**src/sv/tlik_pkg.sv**
```systemverilog
`default_nettype none
package tlik_pkg;

  localparam int LINK_LENGTH_MM_DEF = 300;

  localparam int CFG_IDX_W  = 3;
  localparam int CFG_DATA_W = 23;
  localparam int COORD_W    = 16;
  localparam int R2CFG_W    = 23;
  localparam int POS_W      = 17;
  localparam int R2_W       = 34;
  localparam int R2Q_W      = 28;
  localparam int SQ_IN_W    = 60;
  localparam int ROOT_W     = 30;
  localparam int MAG_W      = 14;
  localparam int PROD_W     = ROOT_W + MAG_W;
  localparam int VEC_W      = 33;
  localparam int ANG_W      = 35;
  localparam int CORDIC_ITERS = 31;

  localparam logic signed [COORD_W:0] X_MAX_Q4 = 17'sd9600;
  localparam logic signed [COORD_W:0] Y_MIN_Q4 = 17'sd640;
  localparam logic signed [COORD_W:0] Y_MAX_Q4 = 17'sd9600;

  localparam logic [R2CFG_W-1:0] MIN_R2_RST = 23'd2500;
  localparam logic [R2CFG_W-1:0] MAX_R2_RST = 23'd360000;

  localparam logic signed [ANG_W-1:0] PI_Q30 = 35'sd3373259426;

  // radians Q30 -> counts: * 34377468 / (10000 * 2^30)
  localparam logic [25:0] RC_MUL      = 26'd34377468;
  localparam int          RC_SPLIT    = 17;
  localparam int          RC_FRAC     = 30;
  localparam int          RC_N_W      = 28;
  localparam logic [27:0] RC_RECIP    = 28'd219902326;
  localparam int          RC_RECIP_SH = 41;
  localparam int          RC_Q_W      = 15;

  typedef enum logic [1:0] {
    ST_OK,
    ST_RADIUS,
    ST_X,
    ST_Y
  } status_t;

  typedef enum logic [CFG_IDX_W-1:0] {
    REG_BASE_X,
    REG_BASE_Y,
    REG_SHOULDER_OFS,
    REG_ELBOW_OFS,
    REG_MIN_R2,
    REG_MAX_R2
  } reg_idx_t;

  typedef logic signed [COORD_W:0] coord_t;

  typedef struct packed {
    status_t status;
    coord_t  x;
  } sq_tag_x_t;

  typedef struct packed {
    status_t status;
    coord_t  x;
    logic    y_neg;
  } dv_tag_x_t;

  typedef struct packed {
    coord_t y;
    logic   x_neg;
  } dv_tag_y_t;

  function automatic logic [29:0] atan_q30(input int i);
    logic [29:0] v;
    case (i)
      0:  v = 30'd843314857;
      1:  v = 30'd497837829;
      2:  v = 30'd263043837;
      3:  v = 30'd133525159;
      4:  v = 30'd67021687;
      5:  v = 30'd33543516;
      6:  v = 30'd16775851;
      7:  v = 30'd8388437;
      8:  v = 30'd4194283;
      9:  v = 30'd2097149;
      default: v = (i < 30) ? 30'(30'd1 << (30 - i)) : 30'd1;
    endcase
    return v;
  endfunction

endpackage
`default_nettype wire

```
**src/sv/tlik_isqrt.sv**
```systemverilog
`default_nettype none
module tlik_isqrt
  import tlik_pkg::*;
#(
  parameter int TAG_W = 1
) (
  input  logic                clk,
  input  logic                rst,
  input  logic                in_valid,
  input  logic [SQ_IN_W-1:0]  in_rad,
  input  logic [TAG_W-1:0]    in_tag,
  output logic                out_valid,
  output logic [ROOT_W-1:0]   out_root,
  output logic [TAG_W-1:0]    out_tag
);

  localparam int REM_W = ROOT_W + 2;

  logic                vld  [ROOT_W];
  logic [SQ_IN_W-1:0]  rad  [ROOT_W];
  logic [ROOT_W-1:0]   root [ROOT_W];
  logic [REM_W-1:0]    rem  [ROOT_W];
  logic [TAG_W-1:0]    tag  [ROOT_W];

  for (genvar s = 0; s < ROOT_W; s++) begin : g_stage
    logic               s_vld;
    logic [SQ_IN_W-1:0] s_rad;
    logic [ROOT_W-1:0]  s_root;
    logic [REM_W-1:0]   s_rem;
    logic [TAG_W-1:0]   s_tag;
    logic [REM_W+1:0]   acc;
    logic [REM_W+1:0]   trial;
    logic               fits;

    if (s == 0) begin : g_first
      assign s_vld  = in_valid;
      assign s_rad  = in_rad;
      assign s_root = '0;
      assign s_rem  = '0;
      assign s_tag  = in_tag;
    end else begin : g_next
      assign s_vld  = vld[s-1];
      assign s_rad  = rad[s-1];
      assign s_root = root[s-1];
      assign s_rem  = rem[s-1];
      assign s_tag  = tag[s-1];
    end

    assign acc   = {s_rem, s_rad[SQ_IN_W-1 -: 2]};
    assign trial = {2'b00, s_root, 2'b01};
    assign fits  = acc >= trial;

    always_ff @(posedge clk) begin
      if (rst) begin
        vld[s] <= 1'b0;
      end else begin
        vld[s] <= s_vld;
      end
    end

    always_ff @(posedge clk) begin
      rad[s] <= s_rad << 2;
      tag[s] <= s_tag;
      if (fits) begin
        rem[s]  <= REM_W'(acc - trial);
        root[s] <= {s_root[ROOT_W-2:0], 1'b1};
      end else begin
        rem[s]  <= REM_W'(acc);
        root[s] <= {s_root[ROOT_W-2:0], 1'b0};
      end
    end
  end

  assign out_valid = vld[ROOT_W-1];
  assign out_root  = root[ROOT_W-1];
  assign out_tag   = tag[ROOT_W-1];

endmodule
`default_nettype wire

```
**config.mk**
```make
export PLATFORM = sky130hd
export DESIGN_NAME = tlik_isqrt
export DESIGN_NICKNAME = d
export VERILOG_FILES = /design/src/sv/tlik_pkg.sv /design/src/sv/tlik_isqrt.sv
export SDC_FILE = /design/constraint.sdc
export NUM_CORES = 2
export LEC_CHECK = 0
export BUFFER_PORTS_ARGS = -buffer_cell sky130_fd_sc_hd__buf_4
export CAP_MARGIN = 20
export CORE_MARGIN = 4
export CORE_UTILIZATION = 45
export DETAILED_ROUTE_END_ITERATION = 8
export SYNTH_ARGS = -nofsm -noshare
export SYNTH_HDL_FRONTEND = slang
export SYNTH_SLANG_ARGS = --single-unit
```
**constraint.sdc**
```tcl
create_clock -name clk -period 8.25 [get_ports clk]
set_input_delay 1.2375 -clock clk [delete_from_list [all_inputs] [get_ports clk]]
set_output_delay 1.2375 -clock clk [all_outputs]
set_load 0.05 [all_outputs]
```
==> impl_metrics.yaml <==
placement:
  portBuffers: 95
  post-dp-hpwl_um: 127000
  post-place-cells: 10300
  globalplace.congestion: 0.871
cts:
  clk_transition_reported_paths_ns: 0.06
  ctsResizeCount: 0
  hold_buffers: 0
  htreeDepth: 4
  cts.sinks: 2277
  cts_tree: "done"
  cts_setup_buffers: 0
  clk_latency_ns: 0.84
  numCtsBuffers: 226
  clk_path_buf_depth: 3
  root_buffer: "clkbuf_16"
logic_synthesis:
  synthCells: 8002
  yosys_register_bits: 2277
  synth.net_count: 8562
  synth_top_cell_by_area: "dfxtp_1"
  ys_seq_area_share_pct: 55.5
  synth_top_area_share_pct: 55.5
  netlist_area_um2: 82200
  ys_types: 85
  synthTopCellsByArea: "dfxtp_1 (55%), ha_1 (7.6%), xnor2_1 (4.0%), xor2_1 (3.8%), a21oi_1 (2.9%)"
  synth_edf_count: 0
  synth_commonest_cells: "dfxtp_1 (2,277), inv_1 (613), nand2_1 (546)"
  yosys_warnings: 0
  ys.flop_type: "dfxtp_1"
  synthMostInstantiatedCell: "dfxtp_1"
  async_flop_share_pct: 0
  syn_avg_cell_area_um2: 10.3
die:
  initial_utilization_pct: 45.4
  die_area_um2: 189000
  rows: 156
  ioPinCount: 96
  coreArea_um2: 181000
  die_h_um: 435
  die_w_um: 435
route:
  drtIter0Drc: 3301
  drc: 0
  drtPass1Iterations: 6
  ant_nets: 0
  vias: 54900
  routed_wl_um: 171000
  vias_per_cell: 5.10
  routedWlPerCell_um: 15.9
job:
  cap_violations: 0
sta:
  drv_slew: 0
  fmaxAchievable_mhz: 268
  post-route-period-util_pct: 45.3
  finalSetupViolCount: 0
  slew_headroom_pct: 25.6
  grt_setup_unrepaired: "no"
  clock_skew_ns: 0.0607
  worstMarginPinSlew_ns: 1.10
  hold_viol_final: 0
  tns_ns: 0
  fin_crit_ns: 3.74
power:
  power_density_nw_per_um2: 315
  vdd_drop_max_mv: 0.204
  power.leakage_nw: 43.6
critical_path:
  timing.rr.start: "rem[0][115]$_DFF_P_"
  critPathMaxFanout: 14
  critPathArrivalTime_ns: 4.44
  critPathLaunchType: "flop"
  critical_path_class: "reg -> reg"
  reg2reg_to: "rem[0][140]$_DFF_P_"
  worstPathRequired_ns: 8.95
  rrSetupSlack_ns: 4.51
  rr_worst_depth: 9
  endpoint_kind: "flop"
finish:
  synthToLayoutAreaGrowth_pct: 14.2
  final_cells: 10800
  fin_nets: 8758
  final_util_pct: 51.8
  drive_gt1_share_pct: 8.26
worst_hold_path:
  hold_path_end: "rad[0][370]$_DFF_P_"
  hp-class: "reg -> reg"
  holdPathStages: 0
  holdCritStartpoint: "rad[0][310]$_DFF_P_"
global_route:
  grt_pass1_wl_um: 275000
  track_usage_pct: 17.6
  grt_max_degree: 61
  grt_pass1_vias: 53500
  antenna_found_initial: 7
  grt_overflow: 0
outcome:
  status: "completed"
through the flow:
stage | cell area, µm² | hold slack, ns | total power, mW | setup WS [ns]
after floorplan | 82200 | 0.310 | 17.3 | 5.00
after global placement | 85500 | 0.310 | 18.7 | 4.55
after detailed placement | 85500 | 0.312 | 18.7 | 4.44
after CTS | 93800 | 0.277 | 29.9 | 4.46
after global routing | 93800 | 0.289 | 31.1 | 4.16
final | 93800 | 0.277 | 29.6 | 4.51
cell type report:
| class | count | area, µm² |
|---|---|---|
| diodes | 4 | 10.0 |
| well taps | 2370 | 2970 |
| flip-flops and latches | 2277 | 45600 |
| clock inverters | 127 | 1880 |
| multi-input cells | 4960 | 33800 |
| clock buffers | 294 | 6400 |
| fillers | 16200 | 87300 |
| repair buffers | 117 | 880 |
| inverters | 616 | 2310 |
registers in the layout, indices dropped and copies added (netlist names):
register / flops
rem: 882
rad: 870
root: 465
tag: 30
vld: 30
worst max-delay path, stage by stage (launching register included):
cell and delay (ns):
dfxtp_1 0.34, or4_1 0.57, or4b_2 0.72, nor4_1 0.38, and3_1 0.24, nand4_1 0.53
nand2_1 0.37, or2_2 0.22, nor4_1 0.07, xor2_1 0.15
cells by family (layout without fill, tap and decap cells):
| kind of cell | count (synthesis) | in the layout | share of synthesized area (%) |
|---|---|---|---|
| flip-flops | 2277 | 2277 | 55.5 |
| adder cells (fa/ha/maj) | 496 | 496 | 7.55 |
| buffers and inverters | 765 | 1154 | 3.51 |
| multiplexers | 97 | 97 | 1.31 |
| AO/OA/AOI/OAI | 1557 | 1557 | 11.7 |
| AND/OR/NAND/NOR | 2081 | 2081 | 12.6 |
| XOR/XNOR | 728 | 728 | 7.76 |
| other | 1 | 5 | 0.00456 |
layout by cell type, fill, tap and decap left out, types with 19 or more instances in the layout:
cell        netlist  final
nor3b_1          21     21
or2_2            49     49
nor4b_1          19     19
nand3b_1         31     31
and3_1           46     46
nor2_1          481    481
a21oi_1         479    477
nor2b_1         100    100
nand2b_1         98     98
a211oi_1         47     47
clkbuf_8          0     45
o21bai_1         41     41
o21a_1           92     92
xnor2_1         371    371
buf_4             2    115
nand2_1         546    546
a21o_1          185    185
clkbuf_16         0    228
clkinv_2          0     39
a31oi_1          36     35
inv_1           613    613
and2_1           20     19
o31ai_1          50     47
clkbuf_1        132     21
o21ai_0         410    410
bufinv_16         0     39
dfxtp_1        2277   2277
nor3_1          199    196
nand3_1         114    114
ha_1            496    496
nor4_1          101    101
xor2_1          357    357
o211ai_1         31     31
nand4_1          70     70
or4_1            54     54
mux2_2           83     83
or3_1            84     84
clkinvlp_4        0     23
routing by layer:
| metal | global-route usage [%] | share of wire, % | up-vias |
|---|---|---|---|
| met5 | 0 | 0.0047 | - |
| li1 | - | - | 27800 |
| met1 | 23.4 | 46 | 25700 |
| met4 | 6.04 | 3.0 | 2 |
| met2 | 29.0 | 46 | 1085 |
| met3 | 3.13 | 4.7 | 326 |
report_power, final:
part / internal, mW / total (mW) / leakage (nW) / switching [mW]
Clock: 6.72 / 11.0 / 4.02 / 4.32
Sequential: 12.8 / 14.1 / 19.1 / 1.32
Combinational: 2.02 / 4.43 / 20.6 / 2.41
worst max path at each step:
stage,start,slack [ns],end
2_1_floorplan,rem[0][374]$_DFF_P_,5.00,rem[0][407]$_DFF_P_
3_3_place_gp,root[1][240]$_DFF_P_,4.55,rem[1][299]$_DFF_P_
3_5_place_dp,root[0][450]$_DFF_P_,4.44,rem[1][30]$_DFF_P_
4_1_cts,root[0][450]$_DFF_P_,4.46,rem[1][30]$_DFF_P_
5_1_grt,root[0][270]$_DFF_P_,4.16,rem[0][351]$_DFF_P_
6_report,rem[0][115]$_DFF_P_,4.51,rem[0][140]$_DFF_P_
No activity file was read; power rests on OpenSTA's default activity.
