### config.mk
export PLATFORM = sky130hd
export DESIGN_NAME = tlik_div
export DESIGN_NICKNAME = d
export VERILOG_FILES = /design/src/sv/tlik_pkg.sv /design/src/sv/tlik_div.sv
export SDC_FILE = /design/constraint.sdc
export NUM_CORES = 2
export LEC_CHECK = 0
export BUFFER_PORTS_ARGS = -buffer_cell sky130_fd_sc_hd__buf_4
export CAP_MARGIN = 20
export CELL_PAD_IN_SITES_DETAIL_PLACEMENT = 1
export CELL_PAD_IN_SITES_GLOBAL_PLACEMENT = 2
export CORE_UTILIZATION = 35
export CTS_BUF_LIST = sky130_fd_sc_hd__clkbuf_16
export DETAILED_ROUTE_END_ITERATION = 8
export HOLD_SLACK_MARGIN = 0.12
export MAX_ROUTING_LAYER = met4
export PLACE_DENSITY_LB_ADDON = 0.1
export SLEW_MARGIN = 25
export SYNTH_ARGS = -nofsm -noshare
export SYNTH_HDL_FRONTEND = slang
export SYNTH_SLANG_ARGS = --single-unit
### constraint.sdc
create_clock -name clk -period 6.4 [get_ports clk]
set_input_delay 0.96 -clock clk [delete_from_list [all_inputs] [get_ports clk]]
set_output_delay 0.96 -clock clk [all_outputs]
set_load 0.1 [all_outputs]
### src/sv/tlik_pkg.sv
`default_nettype none
package tlik_pkg;

  localparam int LINK_LENGTH_MM_DEF = 300;

  localparam int CFG_IDX_W  = 3;
  localparam int CFG_DATA_W = 23;
  localparam int COORD_W    = 16;
  localparam int R2CFG_W    = 23;
  localparam int POS_W      = 17;
  localparam int R2_W       = 34;
  localparam int R2Q_W      = 28;
  localparam int SQ_IN_W    = 60;
  localparam int ROOT_W     = 30;
  localparam int MAG_W      = 14;
  localparam int PROD_W     = ROOT_W + MAG_W;
  localparam int VEC_W      = 33;
  localparam int ANG_W      = 35;
  localparam int CORDIC_ITERS = 31;

  localparam logic signed [COORD_W:0] X_MAX_Q4 = 17'sd9600;
  localparam logic signed [COORD_W:0] Y_MIN_Q4 = 17'sd640;
  localparam logic signed [COORD_W:0] Y_MAX_Q4 = 17'sd9600;

  localparam logic [R2CFG_W-1:0] MIN_R2_RST = 23'd2500;
  localparam logic [R2CFG_W-1:0] MAX_R2_RST = 23'd360000;

  localparam logic signed [ANG_W-1:0] PI_Q30 = 35'sd3373259426;

  // radians Q30 -> counts: * 34377468 / (10000 * 2^30)
  localparam logic [25:0] RC_MUL      = 26'd34377468;
  localparam int          RC_SPLIT    = 17;
  localparam int          RC_FRAC     = 30;
  localparam int          RC_N_W      = 28;
  localparam logic [27:0] RC_RECIP    = 28'd219902326;
  localparam int          RC_RECIP_SH = 41;
  localparam int          RC_Q_W      = 15;

  typedef enum logic [1:0] {
    ST_OK,
    ST_RADIUS,
    ST_X,
    ST_Y
  } status_t;

  typedef enum logic [CFG_IDX_W-1:0] {
    REG_BASE_X,
    REG_BASE_Y,
    REG_SHOULDER_OFS,
    REG_ELBOW_OFS,
    REG_MIN_R2,
    REG_MAX_R2
  } reg_idx_t;

  typedef logic signed [COORD_W:0] coord_t;

  typedef struct packed {
    status_t status;
    coord_t  x;
  } sq_tag_x_t;

  typedef struct packed {
    status_t status;
    coord_t  x;
    logic    y_neg;
  } dv_tag_x_t;

  typedef struct packed {
    coord_t y;
    logic   x_neg;
  } dv_tag_y_t;

  function automatic logic [29:0] atan_q30(input int i);
    logic [29:0] v;
    case (i)
      0:  v = 30'd843314857;
      1:  v = 30'd497837829;
      2:  v = 30'd263043837;
      3:  v = 30'd133525159;
      4:  v = 30'd67021687;
      5:  v = 30'd33543516;
      6:  v = 30'd16775851;
      7:  v = 30'd8388437;
      8:  v = 30'd4194283;
      9:  v = 30'd2097149;
      default: v = (i < 30) ? 30'(30'd1 << (30 - i)) : 30'd1;
    endcase
    return v;
  endfunction

endpackage
`default_nettype wire

### src/sv/tlik_div.sv
`default_nettype none
module tlik_div
  import tlik_pkg::*;
#(
  parameter int TAG_W = 1
) (
  input  logic               clk,
  input  logic               rst,
  input  logic               in_valid,
  input  logic [SQ_IN_W-1:0] in_num,
  input  logic [ROOT_W-1:0]  in_den,
  input  logic [TAG_W-1:0]   in_tag,
  output logic               out_valid,
  output logic [ROOT_W-1:0]  out_quo,
  output logic [TAG_W-1:0]   out_tag
);

  // quotient known to fit ROOT_W bits
  localparam int Q_W = ROOT_W;

  logic              vld [Q_W];
  logic [ROOT_W-1:0] den [Q_W];
  logic [Q_W-1:0]    low [Q_W];
  logic [Q_W-1:0]    quo [Q_W];
  logic [ROOT_W-1:0] rem [Q_W];
  logic [TAG_W-1:0]  tag [Q_W];

  for (genvar s = 0; s < Q_W; s++) begin : g_stage
    logic              s_vld;
    logic [ROOT_W-1:0] s_den;
    logic [Q_W-1:0]    s_low;
    logic [Q_W-1:0]    s_quo;
    logic [ROOT_W-1:0] s_rem;
    logic [TAG_W-1:0]  s_tag;
    logic [ROOT_W:0]   acc;
    logic              fits;

    if (s == 0) begin : g_first
      assign s_vld = in_valid;
      assign s_den = in_den;
      assign s_low = in_num[Q_W-1:0];
      assign s_quo = '0;
      assign s_rem = ROOT_W'(in_num[SQ_IN_W-1:Q_W]);
      assign s_tag = in_tag;
    end else begin : g_next
      assign s_vld = vld[s-1];
      assign s_den = den[s-1];
      assign s_low = low[s-1];
      assign s_quo = quo[s-1];
      assign s_rem = rem[s-1];
      assign s_tag = tag[s-1];
    end

    assign acc  = {s_rem, s_low[Q_W-1]};
    assign fits = acc >= {1'b0, s_den};

    always_ff @(posedge clk) begin
      if (rst) begin
        vld[s] <= 1'b0;
      end else begin
        vld[s] <= s_vld;
      end
    end

    always_ff @(posedge clk) begin
      den[s] <= s_den;
      low[s] <= s_low << 1;
      tag[s] <= s_tag;
      quo[s] <= {s_quo[Q_W-2:0], fits};
      if (fits) begin
        rem[s] <= ROOT_W'(acc - {1'b0, s_den});
      end else begin
        rem[s] <= ROOT_W'(acc);
      end
    end
  end

  assign out_valid = vld[Q_W-1];
  assign out_quo   = quo[Q_W-1];
  assign out_tag   = tag[Q_W-1];

endmodule
`default_nettype wire

==> flow_summary.json <==
{
  "cts_buffers": 308,
  "grt_pass1_wl_um": 480000,
  "clockRootBuffer": "clkbuf_16",
  "detail_route.first_pass.iterations": 5,
  "syn_area_um2": 112000,
  "rsz0062_at_grt": "false",
  "hold_viol": 0,
  "finalMaxSlewViolations": 0,
  "cts_sinks": 2700,
  "fin_area_um2": 129000,
  "syn_avg_cell_area_um2": 10.1,
  "cts-htree-levels": 5,
  "dpl.hpwl_um": 246000,
  "hp-class": "input port to flip-flop",
  "path_cells": "inv_1 > ha_1 > nor2b_1 > o31ai_1 > a21oi_1 > o21ai_1 > o21ai_0 > o21ai_1 > a211oi_1 > a2111oi_4 > buf_4 > inv_1 > mux2_2",
  "critical_path_required_ns": 7.17,
  "cts_tree": "yes",
  "setup_viol": 0,
  "io-pin-count": 126,
  "yosys_warnings": 0,
  "worstReg2RegStart": "den[1][331]$_DFF_P_",
  "postLayoutSetupSlackWorst_ns": 1.93,
  "slew_headroom_pct": 31.8,
  "placed_area_um2": 118000,
  "p_leak_nw": 58.7,
  "place_congestion": 0.844,
  "clock_latency_ns": 0.92,
  "core_area_um2": 319000,
  "die_x_um": 569,
  "ys_ff_latch": 2700,
  "r2r_slack_ns": 1.93,
  "worst_hold_slack_ns": 0.221,
  "cts_resized": 0,
  "hp-start": "in_den[18]",
  "fp.dieH_um": 569,
  "grt-ovfl-total": 0,
  "antenna_found_initial": 16,
  "yosysSeqAreaShare_pct": 48.1,
  "syn2layout_area_growth_pct": 14.7,
  "criticalPathCategory": "flip-flop to flip-flop",
  "path_clk_slew_ns": 0.06,
  "initialDrtViolationCount": 3124,
  "synthCells": 11173,
  "drive_gt1_share_pct": 10.8,
  "yosysTopAreaCellShare_pct": 48.1,
  "layout_common_cells": "dfxtp_1 (2700), inv_1 (1169), ha_1 (900)",
  "maxCapViolCount": 0,
  "end_kind": "flip-flop",
  "skew_ns": 0.0470,
  "route.vias.total": 78785,
  "final_common_cell": "dfxtp_1",
  "drc": 0,
  "place_ws_ns": 1.88,
  "crit_fanout": 59,
  "track_usage_pct": 19.4,
  "yosysUniqueCellTypes": 109,
  "portBuffers": 125,
  "synth_edf_count": 0,
  "vias_per_cell": 4.93,
  "worst_pin_slew_ns": 1.02,
  "crit_arrival_ns": 5.24,
  "route.antenna.remaining_nets": 0,
  "holdPathEnd": "den[0][18]$_DFF_P_",
  "setup_tns_ns": 0,
  "post_drt_wl_per_cell_um": 19.5,
  "timing.fmax_ghz": 0.224,
  "start_kind": "flip-flop",
  "clk_path_buf_depth": 4,
  "worstReg2RegEnd": "rem[7][28]$_DFF_P_",
  "peakVddDrop_mv": 0.316,
  "start_util_pct": 35.3,
  "cp_slowest_stage_delay_ns": 0.54,
  "r2r_cells": 13,
  "dpl.cell_count": 15370,
  "syn-num-nets": 12196,
  "layout.cells.non_filler": 15988,
  "grt_pass1_vias": 83398,
  "fin_crit_ns": 4.47,
  "post-route-period-util_pct": 69.8,
  "cellPowerDensity_nw_per_um2": 607,
  "final_core_util_pct": 40.5,
  "ys.flop_type": "dfxtp_1",
  "yosys.area.top_type": "dfxtp_1",
  "min_path_cells": 1,
  "synth_area_leaders": "dfxtp_1 (48%), ha_1 (10%), mux2_2 (4.8%)",
  "grt_max_degree": 60,
  "drt_wl_total_um": 311000,
  "p_total_mw": 78.3,
  "async_flop_share_pct": 0,
  "dieArea_um2": 324000,
  "rows": 207,
  "nets": 12480,
  "status": "finished clean",
  "slowest_stage": "o21ai_1"
}
sequential cells by signal (all words and copies together), names as in the netlist:
signal	cells
den	870
rem	870
quo	465
low	435
tag	30
vld	30
cells by family after synthesis:
kind of cell	count (synthesis)	share of synthesized area, %
DFF	2700	48.1
AOI/OAI and AO/OA	2637	15.2
and+or+nand+nor	2208	9.61
buffers and inverters	1367	4.76
adders and majority gates	929	10.5
xor gates and xnor gates	709	5.52
muxes	623	6.34
worst max-delay path, delay by kind of cell, from the launching register on:
kind,cells,cell delay [ns]
buffers and inverters,3,0.76
muxes,1,0.31
and+or+nand+nor,1,0.15
AOI/OAI and AO/OA,7,2.41
DFF,1,0.40
adders and majority gates,1,0.29
how the worst max path moves through the flow:
stage | from | to | slack (ns) | cells after the start
after global routing | den[0][271]$_DFF_P_ | rem[2][68]$_DFF_P_ | 1.56 | 11
after floorplan | in_den[12] | rem[0][15]$_DFF_P_ | 2.79 | 14
after detailed placement | den[0][271]$_DFF_P_ | rem[2][68]$_DFF_P_ | 1.88 | 11
final | den[1][331]$_DFF_P_ | rem[7][28]$_DFF_P_ | 1.93 | 13
after global placement | den[0][271]$_DFF_P_ | rem[2][68]$_DFF_P_ | 1.88 | 11
after CTS | den[0][271]$_DFF_P_ | rem[2][68]$_DFF_P_ | 1.88 | 11
cell type report:
type                            count  area (um2)
Timing Repair Buffer              214        1870
Antenna cell                        7        17.5
Clock buffer                      309        7730
Inverter                         1127        4230
Sequential cell                  2700       54100
Fill cell                       35176      190000
Clock inverter                    241        2530
Tap cell                         4284        5360
Multi-Input combinational cell   7106       53200
synth_stat cells (46+ instances only):
| master | count |
|---|---|
| a211oi_1 | 63 |
| a21o_1 | 454 |
| a21oi_1 | 767 |
| a31oi_1 | 95 |
| and2_1 | 47 |
| and3_1 | 101 |
| buf_2 | 66 |
| clkbuf_1 | 150 |
| dfxtp_1 | 2700 |
| ha_1 | 900 |
| inv_1 | 1127 |
| mux2_2 | 476 |
| mux2_4 | 52 |
| mux2i_1 | 63 |
| nand2_1 | 636 |
| nand2b_1 | 98 |
| nand3_1 | 201 |
| nand4_1 | 123 |
| nor2_1 | 518 |
| nor2b_1 | 161 |
| nor3_1 | 120 |
| o211ai_1 | 56 |
| o21a_1 | 129 |
| o21ai_0 | 530 |
| o21bai_1 | 70 |
| o31ai_1 | 46 |
| xnor2_1 | 433 |
| xor2_1 | 276 |
routing by layer:
metal  global-route usage [%]  routed length (um)  vias to the layer above
li1                         -                   -                    39285
met1                     22.8              137000                    38003
met2                     34.0              154000                      942
met3                     2.35                9000                      555
met4                     6.69               11000                        0
met5                        -                   0                        -
power by group:
part	switching (mW)	internal, mW
Clock	7.31	10.4
Sequential	3.20	21.9
Combinational	19.5	16.1
timing repair:
| action | CTS | global route |
|---|---|---|
| endpoints found under the hold margin | 59 | 0 |
| hold buffers | 59 | 0 |
| setup buffers | 0 | 0 |
(Power assumes the default switching activity.)
