===== src/sv/tlik_pkg.sv =====
`default_nettype none
package tlik_pkg;

  localparam int LINK_LENGTH_MM_DEF = 300;

  localparam int CFG_IDX_W  = 3;
  localparam int CFG_DATA_W = 23;
  localparam int COORD_W    = 16;
  localparam int R2CFG_W    = 23;
  localparam int POS_W      = 17;
  localparam int R2_W       = 34;
  localparam int R2Q_W      = 28;
  localparam int SQ_IN_W    = 60;
  localparam int ROOT_W     = 30;
  localparam int MAG_W      = 14;
  localparam int PROD_W     = ROOT_W + MAG_W;
  localparam int VEC_W      = 33;
  localparam int ANG_W      = 35;
  localparam int CORDIC_ITERS = 31;

  localparam logic signed [COORD_W:0] X_MAX_Q4 = 17'sd9600;
  localparam logic signed [COORD_W:0] Y_MIN_Q4 = 17'sd640;
  localparam logic signed [COORD_W:0] Y_MAX_Q4 = 17'sd9600;

  localparam logic [R2CFG_W-1:0] MIN_R2_RST = 23'd2500;
  localparam logic [R2CFG_W-1:0] MAX_R2_RST = 23'd360000;

  localparam logic signed [ANG_W-1:0] PI_Q30 = 35'sd3373259426;

  // radians Q30 -> counts: * 34377468 / (10000 * 2^30)
  localparam logic [25:0] RC_MUL      = 26'd34377468;
  localparam int          RC_SPLIT    = 17;
  localparam int          RC_FRAC     = 30;
  localparam int          RC_N_W      = 28;
  localparam logic [27:0] RC_RECIP    = 28'd219902326;
  localparam int          RC_RECIP_SH = 41;
  localparam int          RC_Q_W      = 15;

  typedef enum logic [1:0] {
    ST_OK,
    ST_RADIUS,
    ST_X,
    ST_Y
  } status_t;

  typedef enum logic [CFG_IDX_W-1:0] {
    REG_BASE_X,
    REG_BASE_Y,
    REG_SHOULDER_OFS,
    REG_ELBOW_OFS,
    REG_MIN_R2,
    REG_MAX_R2
  } reg_idx_t;

  typedef logic signed [COORD_W:0] coord_t;

  typedef struct packed {
    status_t status;
    coord_t  x;
  } sq_tag_x_t;

  typedef struct packed {
    status_t status;
    coord_t  x;
    logic    y_neg;
  } dv_tag_x_t;

  typedef struct packed {
    coord_t y;
    logic   x_neg;
  } dv_tag_y_t;

  function automatic logic [29:0] atan_q30(input int i);
    logic [29:0] v;
    case (i)
      0:  v = 30'd843314857;
      1:  v = 30'd497837829;
      2:  v = 30'd263043837;
      3:  v = 30'd133525159;
      4:  v = 30'd67021687;
      5:  v = 30'd33543516;
      6:  v = 30'd16775851;
      7:  v = 30'd8388437;
      8:  v = 30'd4194283;
      9:  v = 30'd2097149;
      default: v = (i < 30) ? 30'(30'd1 << (30 - i)) : 30'd1;
    endcase
    return v;
  endfunction

endpackage
`default_nettype wire


===== src/sv/tlik_count.sv =====
`default_nettype none
module tlik_count
  import tlik_pkg::*;
#(
  parameter int TAG_W = 1
) (
  input  logic                      clk,
  input  logic                      rst,
  input  logic                      in_valid,
  input  logic signed [ANG_W-1:0]   in_angle,
  input  logic signed [COORD_W-1:0] in_offset,
  input  logic [TAG_W-1:0]          in_tag,
  output logic                      out_valid,
  output logic signed [POS_W-1:0]   out_pos,
  output logic [TAG_W-1:0]          out_tag
);

  localparam int AMAG_W = ANG_W - 1;
  localparam int HI_W   = AMAG_W - RC_SPLIT;
  localparam int PH_W   = HI_W + 26;
  localparam int PL_W   = RC_SPLIT + 26;
  localparam int SUM_W  = PH_W + RC_SPLIT + 1;
  localparam int M_W    = RC_N_W + 28;

  logic [3:0]             vld;
  logic [TAG_W-1:0]       tag [4];
  logic [3:0]             neg;
  logic [PH_W-1:0]        ph;
  logic [PL_W-1:0]        pl;
  logic [RC_N_W-1:0]      n;
  logic [M_W-1:0]         m;

  logic [ANG_W-1:0]       mag;
  logic [SUM_W-1:0]       psum;
  logic [POS_W-1:0]       q_ext;

  assign mag   = (in_angle < 0) ? ANG_W'(-in_angle) : ANG_W'(in_angle);
  assign psum  = SUM_W'({ph, RC_SPLIT'(0)}) + SUM_W'(pl);
  assign q_ext = POS_W'(m[RC_RECIP_SH +: RC_Q_W]);

  always_ff @(posedge clk) begin
    if (rst) begin
      vld <= '0;
    end else begin
      vld <= {vld[2:0], in_valid};
    end
  end

  always_ff @(posedge clk) begin
    tag[0] <= in_tag;
    tag[1] <= tag[0];
    tag[2] <= tag[1];
    tag[3] <= tag[2];
    neg    <= {neg[2:0], in_angle < 0};
    ph     <= PH_W'(mag[AMAG_W-1:RC_SPLIT] * RC_MUL);
    pl     <= PL_W'(mag[RC_SPLIT-1:0] * RC_MUL);
    n      <= psum[RC_FRAC +: RC_N_W];
    m      <= M_W'(n * RC_RECIP);
    out_pos <= POS_W'(in_offset) + (neg[2] ? -signed'(q_ext) : signed'(q_ext));
  end

  assign out_valid = vld[3];
  assign out_tag   = tag[3];

endmodule
`default_nettype wire

===== config.mk =====
export PLATFORM = sky130hd
export DESIGN_NAME = tlik_count
export DESIGN_NICKNAME = d
export VERILOG_FILES = /design/src/sv/tlik_pkg.sv /design/src/sv/tlik_count.sv
export SDC_FILE = /design/constraint.sdc
export NUM_CORES = 2
export LEC_CHECK = 0
export BUFFER_PORTS_ARGS = -buffer_cell sky130_fd_sc_hd__buf_2
export CAP_MARGIN = 20
export CORE_UTILIZATION = 65
export CTS_BUF_LIST = sky130_fd_sc_hd__clkbuf_8
export CTS_CLUSTER_DIAMETER = 200
export DETAILED_ROUTE_END_ITERATION = 12
export PLACE_DENSITY = 0.82
export SYNTH_ARGS = -nofsm -noshare
export SYNTH_HDL_FRONTEND = slang
export SYNTH_SLANG_ARGS = --single-unit

===== constraint.sdc =====
create_clock -name clk -period 15.2 [get_ports clk]
set_clock_uncertainty 0.05 [all_clocks]
set_input_delay 3.04 -clock clk [delete_from_list [all_inputs] [get_ports clk]]
set_output_delay 3.04 -clock clk [all_outputs]
set_load 0.005 [all_outputs]

==> reports/qor.csv <==
metric,value,unit
dominantRegCellSynth,sky130_fd_sc_hd__dfxtp_1,
end_kind,flop,
rr_worst_depth,21,
diodes,0,
h-tree-depth,4,
post_drt_wl_per_cell,19.4,µm
min-delay-path-class,flop to flop,
final-setup-viol-count,0,
utilization,69.8,%
gate_count_after_technology_mapping,3134,
timing.max_slew.rel_slack,22.6,%
synth.area.mux_share,0,%
die_width,221,µm
tritoncts.num_buffers,17,
gp_routability_congestion,1.01,
areaGrowthSynthToFinish,4.93,%
slowest_delay,620,ps
timing.setup.critical_path_class,input port to flop,
core-area,0.0470,mm²
critical_path.most_common_cell,sky130_fd_sc_hd__fa_1,
holdBufCountCts,0,
grt_antenna_before_repair,0,
max_cap_violations,0,
start_util,66.5,%
preCtsSetupSlack,2470,ps
worst_hold_path.num_cells,0,
std_cell_rows,79,
synth-seq-area-share,8.59,%
fp.dieArea,0.0489,mm²
cts_resized,0,
detailed_place.area,0.0324,mm²
drive_above_1_share,4.02,%
first_iter_violations,1397,
per_instance_average_area_after_synthesis,9.97,µm²
cts_setup_buffers,0,
synthesis.nets,4397,
ffs_w_async_s_r_synth,0,%
yosys_warnings,0,
grt_first_pass_wirelength,121,mm
grt-ovfl-total,0,
start_kind,input port,
die_h,221,µm
synth_enable_flop_cells,0,
critPathBufInv,6,
maxClockFrequency,81.3,MHz
synth_adder_area_share,62.6,%
synth-simple-area-share,5.34,%
setup_ws,2910,ps
run_status,"complete, no violations",
gr-usage-all-layers,32.0,%
drt-total-wl,74.5,mm
critical_path_peak_fanout,9,
post_synth_design_cell_area,0.0312,mm²
pins_over_slew_limit,0,
largest_family_of_logic_cells_by_synthesized_area,adder cells,
routed_antenna_nets,0,
timing.final.crit_share,80.9,%
drt-vias-per-instance,5.60,
finalHoldViolCount,0,
cts_buffer_depth,2,
design.portCount,74,
number_of_distinct_library_cells_after_synthesis,62,
cp.depth,28,
clk_pin_slew_worst_paths,80,ps
grt_start_max_net_pins,36,
worstPathRequired,15590,ps
setup_repair_after_global_routing_missed_its_margin,false,
setup_tns,0,ps
final_period_demand_of_the_worst_path,12290,ps
synth_compound_area_share,7.68,%
via_count,21503,
cp_top_family,adder cells,
grt_pass1_vias,23692,
drt_first_pass_iters,5,
finished_layout_cell_area,0.0328,mm²
remaining_drc_errors,0,
cp_slowest_cell,sky130_fd_sc_hd__fa_1,
tritoncts_num_sinks,134,
worst_pin_slew,1150,ps
worstPathArrival,12680,ps
clockRootBuffer,sky130_fd_sc_hd__clkbuf_8,
dp.final_hpwl,66.5,mm
insertion_delay,500,ps
post_synth_xor_area_fraction,4.37,%
numnets_final,4482,
portBuffers,73,
tritoncts,yes,
postSynthRegisterBits,134,
[synth_stat cells, types with 5 or more instances]
| master | number | area share (%) |
|---|---|---|
| sky130_fd_sc_hd__a211oi_1 | 9 | 0.22 |
| sky130_fd_sc_hd__a21boi_0 | 5 | 0.12 |
| sky130_fd_sc_hd__a21o_1 | 57 | 1.4 |
| sky130_fd_sc_hd__a21oi_1 | 104 | 1.7 |
| sky130_fd_sc_hd__a31oi_1 | 12 | 0.24 |
| sky130_fd_sc_hd__and2_1 | 8 | 0.16 |
| sky130_fd_sc_hd__and3_1 | 19 | 0.38 |
| sky130_fd_sc_hd__and4_1 | 5 | 0.14 |
| sky130_fd_sc_hd__clkbuf_1 | 15 | 0.18 |
| sky130_fd_sc_hd__dfxtp_1 | 134 | 8.6 |
| sky130_fd_sc_hd__fa_1 | 591 | 38 |
| sky130_fd_sc_hd__ha_1 | 617 | 25 |
| sky130_fd_sc_hd__inv_1 | 935 | 11 |
| sky130_fd_sc_hd__nand2_1 | 78 | 0.94 |
| sky130_fd_sc_hd__nand2b_1 | 16 | 0.32 |
| sky130_fd_sc_hd__nand3_1 | 37 | 0.59 |
| sky130_fd_sc_hd__nand4_1 | 22 | 0.44 |
| sky130_fd_sc_hd__nor2_1 | 58 | 0.70 |
| sky130_fd_sc_hd__nor2b_1 | 13 | 0.26 |
| sky130_fd_sc_hd__nor3_1 | 27 | 0.43 |
| sky130_fd_sc_hd__o211ai_1 | 10 | 0.24 |
| sky130_fd_sc_hd__o21a_1 | 14 | 0.34 |
| sky130_fd_sc_hd__o21ai_0 | 66 | 1.1 |
| sky130_fd_sc_hd__o21bai_1 | 17 | 0.41 |
| sky130_fd_sc_hd__o31a_1 | 6 | 0.17 |
| sky130_fd_sc_hd__o31ai_1 | 14 | 0.34 |
| sky130_fd_sc_hd__o41ai_1 | 9 | 0.25 |
| sky130_fd_sc_hd__or2_2 | 6 | 0.12 |
| sky130_fd_sc_hd__or3_1 | 8 | 0.16 |
| sky130_fd_sc_hd__or4_1 | 9 | 0.22 |
| sky130_fd_sc_hd__xnor2_1 | 114 | 3.2 |
| sky130_fd_sc_hd__xor2_1 | 40 | 1.1 |
[flip-flops by register name, indices dropped and copies added (netlist names)]
signal / flops
m: 15
vld: 4
pl: 24
neg: 3
out_pos: 17
n: 28
ph: 39
tag: 4
[cells by family after synthesis]
family | count (synthesis)
DFF | 134
buffers and inverters | 950
AOI/OAI and AO/OA | 364
and+or+nand+nor | 323
xor gates and xnor gates | 155
adders and majority gates | 1208
[per-stage QoR]
stage	std cells	hold slack, ps
3_3_place_gp	3807	260
6_report	3838	279
4_1_cts	3838	279
2_1_floorplan	3134	260
3_5_place_dp	3807	262
5_1_grt	3838	291
[layout by cell type (no fill, tap or decap), drive strengths merged, types with 6 or more instances in the layout]
cell type	instances
a211oi	9
a21o	57
a21oi	104
a31oi	12
and2	8
and3	19
buf	81
clkbuf	18
dfxtp	134
fa	591
ha	617
inv	940
nand2	78
nand2b	17
nand3	37
nand4	22
nor2	58
nor2b	13
nor3	27
o211ai	10
o21a	14
o21ai	68
o21bai	17
o31a	6
o31ai	16
o41ai	10
or2	7
or3	8
or4	13
xnor2	114
xor2	41
[final timing paths]
path | from | endpoint | slack [ps]
worst max-delay path | in_angle[0] | ph[39] | 2910
worst min register to register | neg[0] | neg[1] | 280
worst min-delay path | neg[0] | neg[1] | 280
worst max register to register | n[13] | m[55] | 7360
[worst register-to-register path, cell delays in order, from the launching register on]
cell                       delay, ps
sky130_fd_sc_hd__dfxtp_1         720
sky130_fd_sc_hd__ha_1            370
sky130_fd_sc_hd__inv_1           330
sky130_fd_sc_hd__fa_1            510
sky130_fd_sc_hd__fa_1            540
sky130_fd_sc_hd__inv_1            60
sky130_fd_sc_hd__fa_1            520
sky130_fd_sc_hd__inv_1            50
sky130_fd_sc_hd__fa_1            470
sky130_fd_sc_hd__fa_1            490
sky130_fd_sc_hd__inv_1            50
sky130_fd_sc_hd__fa_1            440
sky130_fd_sc_hd__ha_1            350
sky130_fd_sc_hd__nand4_1         290
sky130_fd_sc_hd__nor3_1          280
sky130_fd_sc_hd__a21boi_0        150
sky130_fd_sc_hd__a32oi_1         200
sky130_fd_sc_hd__o21ai_0         370
sky130_fd_sc_hd__o21ai_0         600
sky130_fd_sc_hd__a21oi_1         280
sky130_fd_sc_hd__o41a_1          470
sky130_fd_sc_hd__xnor2_1         150
[per-layer routing]
layer  wire (µm)  global-route usage [%]  share of wire [%]  vias to the layer above
li1            -                       -                  -                     9984
met3        4650                    6.81                6.2                      168
met5           0                       0                  0                        -
met1       30800                    40.0                 41                    10679
met4        2730                    11.8                3.7                        0
met2       36300                    54.5                 49                      672
[final cells by class]
cell class,count,area [µm²]
Multi-Input combinational cell,2050,25000
Fill cell,3498,14200
Inverter,935,3510
Sequential cell,134,2680
Tap cell,607,759
Timing Repair Buffer,81,425
Clock buffer,18,248
Clock inverter,13,158
Power is not shown: default switching activity piles up to over one toggle a cycle in this logic, so the estimate is an artifact.
